--- src/mtq_pkg.sv ---
// shared types, codes and default sizes for the multi-event timer queue
// no dependencies; used by mtq_cmp_unit, the top level and the testbench by scoped names
`default_nettype none

package mtq_pkg;

   // default sizes, handed to the top level parameters as their defaults
   localparam int SLOTS_DEF      = 16;
   localparam int ID_BITS_DEF    = 8;
   localparam int TIME_BITS_DEF  = 32;
   localparam int DELAY_BITS_DEF = 16;

   // most expired events reported by one tick request
   localparam int MAX_OUT = 16;

   // request operation codes
   localparam logic [1:0] MODE_ADD    = 2'd0;
   localparam logic [1:0] MODE_REMOVE = 2'd1;
   localparam logic [1:0] MODE_TICK   = 2'd2;
   localparam logic [1:0] MODE_QUERY  = 2'd3;

   // result status codes
   localparam logic [2:0] ST_DONE      = 3'd0;
   localparam logic [2:0] ST_EXPIRED   = 3'd1;
   localparam logic [2:0] ST_NONE_DUE  = 3'd2;
   localparam logic [2:0] ST_DUPLICATE = 3'd3;
   localparam logic [2:0] ST_NOT_FOUND = 3'd4;
   localparam logic [2:0] ST_FULL      = 3'd5;

   // flags from the shared slot compare unit
   typedef struct packed {
      logic id_hit;   // slot holds the requested identifier
      logic rem_le;   // slot remaining time is at most the new delay
      logic due;      // slot expires at the current tick
   } cmp_flags_type;

endpackage

`default_nettype wire

--- src/mtq_slot_ram.sv ---
// slot table memory: one write port, one read port with registered data
// depends on nothing; sized by the top level
`default_nettype none

module mtq_slot_ram #(
   parameter int SLOTS = 16,
   parameter int WIDTH = 40
) (
   input  wire                       clock,
   input  wire                       wr_en,
   input  wire [$clog2(SLOTS)-1:0]   wr_addr,
   input  wire [WIDTH-1:0]           wr_data,
   input  wire [$clog2(SLOTS)-1:0]   rd_addr,
   output logic [WIDTH-1:0]          rd_data
);

   logic [WIDTH-1:0] mem [SLOTS];

   // write port
   always_ff @(posedge clock) begin
      if (wr_en) begin
         mem[wr_addr] <= wr_data;
      end
   end

   // registered read port
   always_ff @(posedge clock) begin
      rd_data <= mem[rd_addr];
   end

endmodule

`default_nettype wire

--- src/mtq_cmp_unit.sv ---
// shared compare unit: checks one slot against the latched request
// depends on mtq_pkg for the flag struct
`default_nettype none

module mtq_cmp_unit #(
   parameter int ID_BITS   = 8,
   parameter int TIME_BITS = 32
) (
   input  wire [TIME_BITS-1:0]     slot_expiry,
   input  wire [ID_BITS-1:0]       slot_event,
   input  wire [ID_BITS-1:0]       key_id,
   input  wire [TIME_BITS-1:0]     key_delay,
   input  wire [TIME_BITS-1:0]     now_ticks,
   output mtq_pkg::cmp_flags_type  flags
);

   logic [TIME_BITS-1:0] remain;

   // remaining time wraps with the counter
   assign remain = slot_expiry - now_ticks;

   always_comb begin
      flags.id_hit = (slot_event == key_id);
      flags.rem_le = (remain <= key_delay);
      flags.due    = (slot_expiry == now_ticks);
   end

endmodule

`default_nettype wire

--- src/multi_event_timer_queue.sv ---
// top level of the multi-event timer queue: sequencer, time counter, result register
// depends on mtq_pkg, mtq_slot_ram and mtq_cmp_unit
`default_nettype none

// Sorted queue of up to SLOTS armed timer events, kept in order of expiry and arrival in
// a slot memory with one write port and one registered read port. A request is taken
// when start is high and busy is low; busy stays high until the request is finished.
// Every slot read goes through the registered read port and one shared compare unit.
// Add, remove and query scan all occupied slots and then decide; query and every error
// end there, while add and remove move the slots behind the change and then close. A
// tick reads the head, checks slots from the head until the first one not due, the
// sixteenth due one or the end of the table, reports the due events, moves the rest of
// the table up and closes; if the head is not due it answers none due instead. A tick
// on an empty table keeps busy low and answers in the next cycle. Results appear on the
// rsp_ ports for exactly one cycle each, marked by rsp_strobe; the receiver cannot stall
// them, and rsp_last flags the final result of a request.

module multi_event_timer_queue #(
   parameter int SLOTS      = mtq_pkg::SLOTS_DEF,
   parameter int ID_BITS    = mtq_pkg::ID_BITS_DEF,
   parameter int TIME_BITS  = mtq_pkg::TIME_BITS_DEF,
   parameter int DELAY_BITS = mtq_pkg::DELAY_BITS_DEF
) (
   input  wire                     clock,
   input  wire                     reset,
   input  wire                     start,
   output logic                    busy,
   input  wire [1:0]               req_mode,
   input  wire [ID_BITS-1:0]       req_event_id,
   input  wire [DELAY_BITS-1:0]    req_delay,
   output logic                    rsp_strobe,
   output logic [2:0]              rsp_status,
   output logic [ID_BITS-1:0]      rsp_event_id_res,
   output logic                    rsp_pending,
   output logic                    rsp_any_pending,
   output logic                    rsp_last
);

   localparam int AW    = $clog2(SLOTS);
   localparam int CW    = $clog2(SLOTS + 1);
   localparam int DW    = TIME_BITS + ID_BITS;
   localparam int WIDE  = (DELAY_BITS > TIME_BITS) ? DELAY_BITS : TIME_BITS;

   // sequencer states
   localparam logic [3:0] S_IDLE   = 4'd0;
   localparam logic [3:0] S_SC_RD  = 4'd1;
   localparam logic [3:0] S_SC_EV  = 4'd2;
   localparam logic [3:0] S_DECIDE = 4'd3;
   localparam logic [3:0] S_MV_RD  = 4'd4;
   localparam logic [3:0] S_MV_WR  = 4'd5;
   localparam logic [3:0] S_INS    = 4'd6;
   localparam logic [3:0] S_DONE   = 4'd7;
   localparam logic [3:0] S_TK_RD0 = 4'd8;
   localparam logic [3:0] S_TK_EV0 = 4'd9;
   localparam logic [3:0] S_TD_RD  = 4'd10;
   localparam logic [3:0] S_TD_EV  = 4'd11;
   localparam logic [3:0] S_EM_RD  = 4'd12;
   localparam logic [3:0] S_EM_EV  = 4'd13;

   logic [3:0]            state_ff, state_in;
   logic [1:0]            mode_ff, mode_in;
   logic [ID_BITS-1:0]    id_ff, id_in;
   logic [TIME_BITS-1:0]  delay_ff, delay_in;
   logic [CW-1:0]         count_ff, count_in;
   logic [TIME_BITS-1:0]  now_ff, now_in;
   logic [CW-1:0]         idx_ff, idx_in;
   logic [CW-1:0]         hit_ff, hit_in;
   logic [CW-1:0]         pos_ff, pos_in;
   logic [CW-1:0]         off_ff, off_in;
   logic                  found_ff, found_in;
   logic                  pos_set_ff, pos_set_in;

   logic                  rsp_strobe_ff, rsp_strobe_in;
   logic [2:0]            rsp_status_ff, rsp_status_in;
   logic [ID_BITS-1:0]    rsp_id_ff, rsp_id_in;
   logic                  rsp_pending_ff, rsp_pending_in;
   logic                  rsp_any_ff, rsp_any_in;
   logic                  rsp_last_ff, rsp_last_in;

   logic                  accept;
   logic [WIDE-1:0]       delay_wide;
   logic [TIME_BITS-1:0]  delay_clamp;
   logic [CW:0]           nxt_idx;
   logic [CW:0]           src_up;
   logic [CW:0]           count_wide;

   logic                  wr_en;
   logic [AW-1:0]         wr_addr;
   logic [DW-1:0]         wr_data;
   logic [AW-1:0]         rd_addr;
   logic [DW-1:0]         rd_data;
   logic [TIME_BITS-1:0]  rd_expiry;
   logic [ID_BITS-1:0]    rd_event;

   mtq_pkg::cmp_flags_type flags;

   assign busy   = (state_ff != S_IDLE);
   assign accept = start && !busy;

   // delay clamp: zero becomes one, too long saturates to the counter range
   assign delay_wide = WIDE'(req_delay);
   always_comb begin
      if (req_delay == '0) begin
         delay_clamp = TIME_BITS'(1);
      end else if (delay_wide > WIDE'({TIME_BITS{1'b1}})) begin
         delay_clamp = {TIME_BITS{1'b1}};
      end else begin
         delay_clamp = TIME_BITS'(delay_wide);
      end
   end

   assign nxt_idx    = (CW+1)'(idx_ff) + (CW+1)'(1);
   assign src_up     = (CW+1)'(idx_ff) + (CW+1)'(off_ff);
   assign count_wide = (CW+1)'(count_ff);

   assign rd_expiry = rd_data[DW-1:ID_BITS];
   assign rd_event  = rd_data[ID_BITS-1:0];

   // slot storage
   mtq_slot_ram #(
      .SLOTS (SLOTS),
      .WIDTH (DW)
   ) u_ram (
      .clock   (clock),
      .wr_en   (wr_en),
      .wr_addr (wr_addr),
      .wr_data (wr_data),
      .rd_addr (rd_addr),
      .rd_data (rd_data)
   );

   // shared slot compare
   mtq_cmp_unit #(
      .ID_BITS   (ID_BITS),
      .TIME_BITS (TIME_BITS)
   ) u_cmp (
      .slot_expiry (rd_expiry),
      .slot_event  (rd_event),
      .key_id      (id_ff),
      .key_delay   (delay_ff),
      .now_ticks   (now_ff),
      .flags       (flags)
   );

   // sequencer
   always_comb begin
      state_in       = state_ff;
      mode_in        = mode_ff;
      id_in          = id_ff;
      delay_in       = delay_ff;
      count_in       = count_ff;
      now_in         = now_ff;
      idx_in         = idx_ff;
      hit_in         = hit_ff;
      pos_in         = pos_ff;
      off_in         = off_ff;
      found_in       = found_ff;
      pos_set_in     = pos_set_ff;
      rsp_strobe_in  = 1'b0;
      rsp_status_in  = rsp_status_ff;
      rsp_id_in      = rsp_id_ff;
      rsp_pending_in = rsp_pending_ff;
      rsp_any_in     = rsp_any_ff;
      rsp_last_in    = rsp_last_ff;
      wr_en          = 1'b0;
      wr_addr        = idx_ff[AW-1:0];
      wr_data        = rd_data;
      rd_addr        = idx_ff[AW-1:0];

      unique case (state_ff)
         S_IDLE: begin
            if (accept) begin
               mode_in    = req_mode;
               id_in      = req_event_id;
               delay_in   = delay_clamp;
               idx_in     = '0;
               hit_in     = '0;
               pos_in     = count_ff;
               off_in     = '0;
               found_in   = 1'b0;
               pos_set_in = 1'b0;
               if (req_mode == mtq_pkg::MODE_TICK) begin
                  if (count_ff == '0) begin
                     // empty table: advance and report nothing due
                     now_in         = now_ff + TIME_BITS'(1);
                     rsp_strobe_in  = 1'b1;
                     rsp_status_in  = mtq_pkg::ST_NONE_DUE;
                     rsp_id_in      = '0;
                     rsp_pending_in = 1'b0;
                     rsp_any_in     = 1'b0;
                     rsp_last_in    = 1'b1;
                  end else begin
                     state_in = S_TK_RD0;
                  end
               end else if (count_ff == '0) begin
                  state_in = S_DECIDE;
               end else begin
                  state_in = S_SC_RD;
               end
            end
         end

         // scan every occupied slot for the identifier and the insert point
         S_SC_RD: begin
            rd_addr  = idx_ff[AW-1:0];
            state_in = S_SC_EV;
         end
         S_SC_EV: begin
            if (flags.id_hit && !found_ff) begin
               found_in = 1'b1;
               hit_in   = idx_ff;
            end
            if (!flags.rem_le && !pos_set_ff) begin
               pos_set_in = 1'b1;
               pos_in     = idx_ff;
            end
            idx_in = nxt_idx[CW-1:0];
            if (nxt_idx == count_wide) begin
               state_in = S_DECIDE;
            end else begin
               state_in = S_SC_RD;
            end
         end

         S_DECIDE: begin
            rsp_id_in   = id_ff;
            rsp_any_in  = (count_ff != '0);
            rsp_last_in = 1'b1;
            unique case (mode_ff)
               mtq_pkg::MODE_QUERY: begin
                  rsp_strobe_in  = 1'b1;
                  rsp_status_in  = mtq_pkg::ST_DONE;
                  rsp_pending_in = found_ff;
                  state_in       = S_IDLE;
               end
               mtq_pkg::MODE_REMOVE: begin
                  if (!found_ff) begin
                     rsp_strobe_in  = 1'b1;
                     rsp_status_in  = mtq_pkg::ST_NOT_FOUND;
                     rsp_pending_in = 1'b0;
                     state_in       = S_IDLE;
                  end else begin
                     idx_in   = hit_ff;
                     off_in   = CW'(1);
                     state_in = S_MV_RD;
                  end
               end
               mtq_pkg::MODE_ADD: begin
                  if (found_ff) begin
                     rsp_strobe_in  = 1'b1;
                     rsp_status_in  = mtq_pkg::ST_DUPLICATE;
                     rsp_pending_in = 1'b1;
                     state_in       = S_IDLE;
                  end else if (count_wide == (CW+1)'(SLOTS)) begin
                     rsp_strobe_in  = 1'b1;
                     rsp_status_in  = mtq_pkg::ST_FULL;
                     rsp_pending_in = 1'b0;
                     state_in       = S_IDLE;
                  end else begin
                     idx_in   = count_ff;
                     state_in = S_MV_RD;
                  end
               end
               default: begin
                  state_in = S_IDLE;
               end
            endcase
         end

         // move slots: down by one for add, up by the offset otherwise
         S_MV_RD: begin
            if (mode_ff == mtq_pkg::MODE_ADD) begin
               if (idx_ff == pos_ff) begin
                  state_in = S_INS;
               end else begin
                  rd_addr  = AW'(idx_ff - CW'(1));
                  state_in = S_MV_WR;
               end
            end else begin
               if (src_up >= count_wide) begin
                  state_in = S_DONE;
               end else begin
                  rd_addr  = src_up[AW-1:0];
                  state_in = S_MV_WR;
               end
            end
         end
         S_MV_WR: begin
            wr_en   = 1'b1;
            wr_addr = idx_ff[AW-1:0];
            wr_data = rd_data;
            if (mode_ff == mtq_pkg::MODE_ADD) begin
               idx_in = idx_ff - CW'(1);
            end else begin
               idx_in = nxt_idx[CW-1:0];
            end
            state_in = S_MV_RD;
         end

         // write the new event into its gap
         S_INS: begin
            wr_en          = 1'b1;
            wr_addr        = pos_ff[AW-1:0];
            wr_data        = {now_ff + delay_ff, id_ff};
            count_in       = count_ff + CW'(1);
            rsp_strobe_in  = 1'b1;
            rsp_status_in  = mtq_pkg::ST_DONE;
            rsp_id_in      = id_ff;
            rsp_pending_in = 1'b1;
            rsp_any_in     = 1'b1;
            rsp_last_in    = 1'b1;
            state_in       = S_IDLE;
         end

         // close remove and tick: shrink the table
         S_DONE: begin
            count_in = count_ff - off_ff;
            if (mode_ff == mtq_pkg::MODE_REMOVE) begin
               rsp_strobe_in  = 1'b1;
               rsp_status_in  = mtq_pkg::ST_DONE;
               rsp_id_in      = id_ff;
               rsp_pending_in = 1'b0;
               rsp_any_in     = (count_ff != off_ff);
               rsp_last_in    = 1'b1;
            end
            state_in = S_IDLE;
         end

         // tick: hold the counter while the head is still due
         S_TK_RD0: begin
            rd_addr  = '0;
            state_in = S_TK_EV0;
         end
         S_TK_EV0: begin
            if (!flags.due) begin
               now_in = now_ff + TIME_BITS'(1);
            end
            idx_in   = '0;
            state_in = S_TD_RD;
         end

         // count due events at the head
         S_TD_RD: begin
            rd_addr  = idx_ff[AW-1:0];
            state_in = S_TD_EV;
         end
         S_TD_EV: begin
            if (flags.due) begin
               off_in = nxt_idx[CW-1:0];
               if (nxt_idx == count_wide || 32'(nxt_idx) == 32'(mtq_pkg::MAX_OUT)) begin
                  idx_in   = '0;
                  state_in = S_EM_RD;
               end else begin
                  idx_in   = nxt_idx[CW-1:0];
                  state_in = S_TD_RD;
               end
            end else if (idx_ff == '0) begin
               rsp_strobe_in  = 1'b1;
               rsp_status_in  = mtq_pkg::ST_NONE_DUE;
               rsp_id_in      = '0;
               rsp_pending_in = 1'b0;
               rsp_any_in     = 1'b1;
               rsp_last_in    = 1'b1;
               state_in       = S_IDLE;
            end else begin
               idx_in   = '0;
               state_in = S_EM_RD;
            end
         end

         // report the due events in queue order
         S_EM_RD: begin
            rd_addr  = idx_ff[AW-1:0];
            state_in = S_EM_EV;
         end
         S_EM_EV: begin
            rsp_strobe_in  = 1'b1;
            rsp_status_in  = mtq_pkg::ST_EXPIRED;
            rsp_id_in      = rd_event;
            rsp_pending_in = 1'b0;
            rsp_any_in     = (count_ff != off_ff);
            rsp_last_in    = (nxt_idx == (CW+1)'(off_ff));
            if (nxt_idx == (CW+1)'(off_ff)) begin
               idx_in   = '0;
               state_in = S_MV_RD;
            end else begin
               idx_in   = nxt_idx[CW-1:0];
               state_in = S_EM_RD;
            end
         end

         default: begin
            state_in = S_IDLE;
         end
      endcase
   end

   // control registers
   always_ff @(posedge clock) begin
      if (reset) begin
         state_ff      <= S_IDLE;
         count_ff      <= '0;
         now_ff        <= '0;
         rsp_strobe_ff <= 1'b0;
      end else begin
         state_ff      <= state_in;
         count_ff      <= count_in;
         now_ff        <= now_in;
         rsp_strobe_ff <= rsp_strobe_in;
      end
   end

   // request and scan payload registers
   always_ff @(posedge clock) begin
      mode_ff        <= mode_in;
      id_ff          <= id_in;
      delay_ff       <= delay_in;
      idx_ff         <= idx_in;
      hit_ff         <= hit_in;
      pos_ff         <= pos_in;
      off_ff         <= off_in;
      found_ff       <= found_in;
      pos_set_ff     <= pos_set_in;
      rsp_status_ff  <= rsp_status_in;
      rsp_id_ff      <= rsp_id_in;
      rsp_pending_ff <= rsp_pending_in;
      rsp_any_ff     <= rsp_any_in;
      rsp_last_ff    <= rsp_last_in;
   end

   assign rsp_strobe       = rsp_strobe_ff;
   assign rsp_status       = rsp_status_ff;
   assign rsp_event_id_res = rsp_id_ff;
   assign rsp_pending      = rsp_pending_ff;
   assign rsp_any_pending  = rsp_any_ff;
   assign rsp_last         = rsp_last_ff;

   // table never holds more than its slots
   a_count_bound: assert property (@(posedge clock) disable iff (reset)
      (CW+1)'(count_ff) <= (CW+1)'(SLOTS))
      else $error("slot count beyond table size");

   // more results still to come keep the block busy
   a_burst_busy: assert property (@(posedge clock) disable iff (reset)
      (rsp_strobe && !rsp_last) |-> busy)
      else $error("non-final result while idle");

   // an expired event is no longer pending and the table shrinks afterwards
   a_expired: assert property (@(posedge clock) disable iff (reset)
      (rsp_strobe && rsp_status == mtq_pkg::ST_EXPIRED) |-> (!rsp_pending && count_ff != '0))
      else $error("expired result with pending set or empty table");

endmodule

`default_nettype wire

--- config.mk ---
export PLATFORM = sky130hd
export DESIGN_NAME = multi_event_timer_queue
export DESIGN_NICKNAME = d
export VERILOG_FILES = /design/src/mtq_pkg.sv /design/src/mtq_slot_ram.sv /design/src/mtq_cmp_unit.sv /design/src/multi_event_timer_queue.sv
export SDC_FILE = /design/constraint.sdc
export NUM_CORES = 1
export LEC_CHECK = 0
export BUFFER_PORTS_ARGS = -buffer_cell sky130_fd_sc_hd__buf_2
export CAP_MARGIN = 20
export CORE_UTILIZATION = 35
export DETAILED_ROUTE_END_ITERATION = 8
export PLACE_DENSITY = 0.51
export SLEW_MARGIN = 10
export SYNTH_ARGS = -nofsm -noshare
export SYNTH_HDL_FRONTEND = slang
export SYNTH_SLANG_ARGS = --single-unit
--- constraint.sdc ---
create_clock -name clock -period 5.9 [get_ports clock]
set_input_delay 0.885 -clock clock [delete_from_list [all_inputs] [get_ports clock]]
set_output_delay 0.885 -clock clock [all_outputs]
set_load 0.005 [all_outputs]
# Word-level counts from Yosys, hierarchy flattened
# Memories as Yosys holds them, arrays and structs flattened. A register that Yosys moved wholly into a read port is not among the register bits.
# Cells that the tools add are included.
[totals] elab_cells=219 n_memories=1 ramBits=640 input_bits=29 regBits=120
[classes] reduce_logical=36 addsub=8 eq_ne=45 order_cmp=3 muxes=107
[memory_table] name="u_ram.mem" depth=16 width=40 read_ports=1 rd_ports_with_merged_regs=1 write_ports=1 line="mtq_slot_ram.sv:17" rtl="logic [WIDTH-1:0] mem [SLOTS];"
[ops] op="2-to-1 mux 32 bit" n=5
[ops] op="2-to-1 mux 5 bit" n=15
[ops] op="case mux 32 bit (2 select lines)" n=1
[ops] op="2-to-1 mux 8 bit" n=6
[ops] op="case mux 4 bit (12 select lines)" n=1
[ops] op="2-to-1 mux 4 bit" n=11
[ops] op="2-to-1 mux 40 bit" n=1
[ops] op="case mux 5 bit (2 select lines)" n=4
[ops] op="case mux 8 bit (5 select lines)" n=1
[ops] op="2-to-1 mux 3 bit" n=13
[ops] op="case mux 5 bit (7 select lines)" n=1
[ops] op="adder 32 x 1 -> 32 bit, second input constant" n=1
[ops] op="adder 32 bit" n=1
[ops] op="== test 32 bit" n=1
[ops] op="greater-than comparator 16 x 32 -> 1 bit, second input constant" n=1
[ops] op="less-or-equal comparator 32 bit" n=1
[ops] op="subtractor 32 bit" n=1
[ops] op="2-to-1 mux 1 bit" n=31
[ops] op="== test 4 bit, second input constant" n=6
[ops] op="inequality test 2 bit, second input constant" n=12
[ops] op="inequality test 3 bit, second input constant" n=7
[ops] op="AND reduction 7 bit" n=3
[ops] op="case mux 3 bit (6 select lines)" n=1
[ops] op="== test 4 x 3 -> 1 bit, second input constant" n=4
[ops] op="other kinds (45)" n=70

# Depth between registers and ports, before layout
[depth] depth_word=6 mapped_depth=23 ltp_nobuf=23

# Cells and area by module
# A second synthesis with hierarchy kept.
[unflattened] hier_cells=2257 area_unflattened_um2=35092.4
[by_module_without_submodules] module="mtq_slot_ram" n_inst=1 seq_area_each_um2=20019.2 cells_per_inst=1040 area_per_inst_um2=25132.9
[by_module_without_submodules] module="multi_event_timer_queue" n_inst=1 seq_area_each_um2=2702.6 cells_per_inst=836 area_per_inst_um2=7240.7
[by_module_without_submodules] module="mtq_cmp_unit" n_inst=1 seq_area_each_um2=0.0 cells_per_inst=381 area_per_inst_um2=2718.9

# Worst setup path before layout
# OpenSTA, ideal clock, no wires.
[synth_timing] path_type="register -> register" start="reg now_ff[1]" end="reg pos_ff[0] (enable)" setup_time_ns=0.295 slack_ns=1.602 required_time_ns=5.605 arrival_time_ns=4.003 stages_incl_launch_ff=22 n_path_buf=0 cell_sequence="dfxtp_1 inv_1 ha_1 nor2b_1 o31a_1 o41a_1 o21a_1 nor2_1 o21bai_1 a21oi_1 xnor2_1 ha_1 and4_1 nand4_1 nor3_1 a21oi_1 nor3_1 nand4b_1 nor4_1 nand4_1 nor4_1 a22oi_1"
[synth_via] elab_chain_len=6
[synth_rtl] item="from (decl)" line="multi_event_timer_queue.sv:65" rtl="logic [TIME_BITS-1:0] now_ff, now_in;"
[synth_rtl] item="from (signal assigned)" line="multi_event_timer_queue.sv:408" rtl="now_ff <= now_in;"
[synth_rtl] item="subtractor 32 bit" line="mtq_cmp_unit.sv:20" rtl="assign remain = slot_expiry - now_ticks;"
[synth_rtl] item="less-or-equal comparator 32 bit" line="mtq_cmp_unit.sv:24" rtl="flags.rem_le = (remain <= key_delay);"
[synth_rtl] item="zero test 1 bit" line="multi_event_timer_queue.sv:213" rtl="if (!flags.rem_le && !pos_set_ff) begin"
[synth_rtl] item="logical AND 1 bit" line="multi_event_timer_queue.sv:213"
[synth_rtl] item="inequality test 2 bit (no line)"
[synth_rtl] item="AND reduction 3 bit (no line)"
[synth_rtl] item="to (signal assigned)" line="multi_event_timer_queue.sv:420" rtl="pos_ff <= pos_in;"
[synth_rtl] item="to (decl)" line="multi_event_timer_queue.sv:68" rtl="logic [CW-1:0] pos_ff, pos_in;"
# No other way between the ends.
# A chain may end at the register's enable or synchronous reset.

# Worst setup path in the final report
# Same ends and word-level chain as after synthesis.

==> metrics.txt <==
hold_buf cts 0; Crit Path Max Fanout 6; outcome finished with violations; root buffer cell clkbuf_16; global-route wire length before repair 140,000 um; Initial Utilization 35.3%; First-pass DRT Iterations 7; post-route cell area 39,500 um2; TritonCTS clock tree built; final worst path period share 89.5%; Post-CTS Setup Bufs 0; RR Startpoint now_ff[1]$_SDFFE_PP0P_; maximum vdd drop 0.275 mV; # DRC 2; RR Endpoint pos_ff[0]$_DFFE_PP_; cell taking the most area after synthesis edfxtp_1; worst endpoint required time 6210 ps; failing checks design-rule violations; Cell Pwr Density 491 nW/um2; Die Ht 317 um; fillers 9,091; Max Transition Viols Final 0; Synth Instances 2,514; r2r worst-path depth 21; placed wire-length estimate 57,400 um; total overflow reported by the global router 0; min Tclk post-route 5280 ps; Fmax achieved 189 MHz; Max Cap Viol 0; Reg clk slew, reported paths 60 ps; post-synth cell types 76; CTS Buf Count 85; most common cell in the netlist edfxtp_1; routed len/inst 24.3 um; Pwr Total 19.4 mW; worst hold-check path type primary input to flip-flop; initial antenna violation count 0; hold endpoint id_ff[7]$_DFFE_PP_; most common library cells after synthesis edfxtp_1, mux2i_1, o22ai_1; Post-DRT Antenna Nets 0; core area 98,300 um2; flops & latches, synth 784; # clock sinks 784; unrepaired setup endpoints after global routing no; syn_nets 2,630; startpoint type of the worst setup path flip-flop; final hold violation count 0; Syn-to-layout area delta 14.1%; Syn Std Cell Area 34,600 um2; largest net degree at the start of global routing 79; fraction of layout cells with a size suffix above 1 11.2%; slew at the pin closest to its max-slew limit 1130 ps; Ys Warns 0; GP Congestion 0.864; Detailed Route WL 96,100 um; mean post-synth cell area 13.8 um2; via count 21.5k; EDFF count, synth 702; Max-slew headroom 25.0%; # rows 115; post-CTS resize count 0; hold wc startpoint req_event_id[7]; PortBufs 44; critical path endpoint category flip-flop; ANT cells 0; ys flop type edfxtp_1; crit path kind flip-flop to flip-flop; Max Clock Skew 21.6 ps; Clk Latency, worst-skew pair 650 ps; die width 317 um; I/O pin count 45; hold depth 1; area share of the largest cell type after synthesis 60.8%; sequential-to-total area share from yosys stat 65.6%; drt first-iter violations 1,955; CTS H-tree depth 3; area of the die 100,000 um2; vias in the first global route 21.0k; Nets 2,713; Avg Vias per Cell 5.43; final setup fails 0; Area after DPL 36,800 um2; Final Core Density 40.2%; Worst setup startpoint now_ff[1]$_SDFFE_PP0P_; Tot GR Track Use 19.1%; internal reg-to-reg setup slack 620 ps; setup ws final 620 ps; Pleak 14.5 nW; setup TNS 0 ps; Place WS 528 ps; Area contributors post-synth edfxtp_1, mux2i_1, dfxtp_1; Critical Path AT 5590 ps; ys async rst share 0%; clock buffer depth 3
==> sequential cells by signal, summed over array words and instances (netlist names), 2 cells and up <==
name and cells:
hit_ff 5, u_ram.rd_data 40, state_ff 4, mode_ff 2, rsp_event_id_res 8, now_ff 32, delay_ff 16, pos_ff 5
off_ff 5, count_ff 5, id_ff 8, idx_ff 5, u_ram.mem 640, rsp_status 3
==> area by class of cell <==
type / instances / area (um2) / area share, %
multi-input combinational: 1511 / 11000 / 27.9
timing repair buffer: 134 / 1110 / 2.80
sequential: 784 / 22700 / 57.5
clock buffer: 113 / 2310 / 5.85
inverter: 81 / 304 / 0.769
clock inverter: 45 / 428 / 1.08
tap: 1287 / 1610 / 4.07
==> kinds of logic after synthesis <==
family	after synthesis	share of synthesized area, %
buffers and inverters	219	2.97
xor gates and xnor gates	110	2.78
adders and majority gates	87	3.23
AOI/OAI and AO/OA	477	8.67
muxes	325	9.40
and+or+nand+nor	512	7.36
DFF	784	65.6
==> layout by cell type, fill, tap and decap left out, drive strengths merged, types with 14 or more instances in the layout <==
| cell | n |
|---|---|
| nor3 | 27 |
| a22oi | 14 |
| ha | 83 |
| xor2 | 32 |
| inv | 84 |
| nand4 | 22 |
| xnor2 | 78 |
| buf | 134 |
| dfxtp | 82 |
| edfxtp | 702 |
| nand2b | 14 |
| nor2 | 128 |
| a21o | 20 |
| o21ai | 91 |
| nand2 | 145 |
| clkinv | 34 |
| or4 | 41 |
| o22ai | 164 |
| nor4 | 14 |
| nand3 | 38 |
| and3 | 23 |
| clkbuf | 113 |
| a21oi | 83 |
| mux2i | 323 |
==> worst max-delay path, stage by stage, from the launching register on <==
cell,delay (ps)
dfxtp_1,430
inv_1,120
ha_1,320
nor2b_1,150
o31a_1,280
o41a_1,400
o21a_1,200
nor2_1,160
o21bai_1,80
a21oi_1,170
xnor2_1,100
ha_1,290
and4_1,210
nand4_1,150
nor3_1,250
a21oi_1,70
nor3_1,200
nand4b_1,130
nor4_1,280
nand4_1,110
nor4_1,530
a22oi_1,340
==> power by group <==
part	switching (mW)	internal [mW]	leakage, nW	total, mW
combinational	4.23	2.55	6.13	6.78
sequential	0.328	7.09	7.05	7.41
clock	2.19	3.00	1.35	5.20
==> stage by stage <==
step	hold slack [ps]	cells
2_1_floorplan	465	2514
3_5_place_dp	485	3796
6_report	408	3955
3_3_place_gp	478	3795
5_1_grt	387	3955
4_1_cts	377	3954
==> worst max-delay path by stage <==
stage	endpoint	cells after the start	slack, ps
floorplan	pos_ff[0]$_DFFE_PP_	21	1600
global placement	pos_ff[2]$_DFFE_PP_	21	620
detailed placement	pos_ff[4]$_DFFE_PP_	21	530
CTS	pos_ff[3]$_DFFE_PP_	21	510
global route	pos_ff[2]$_DFFE_PP_	21	190
finish	pos_ff[0]$_DFFE_PP_	21	620
==> per-layer routing <==
metal	routed length [um]	track usage (%)	up-vias	share of wire, %
met4	1800	4.95	0	1.9
met2	43700	30.0	667	46
met5	0	0	-	0
li1	-	-	9818	-
met1	44800	27.5	10900	47
met3	5730	2.79	120	6.0
Power figures use the tool's default switching activity.
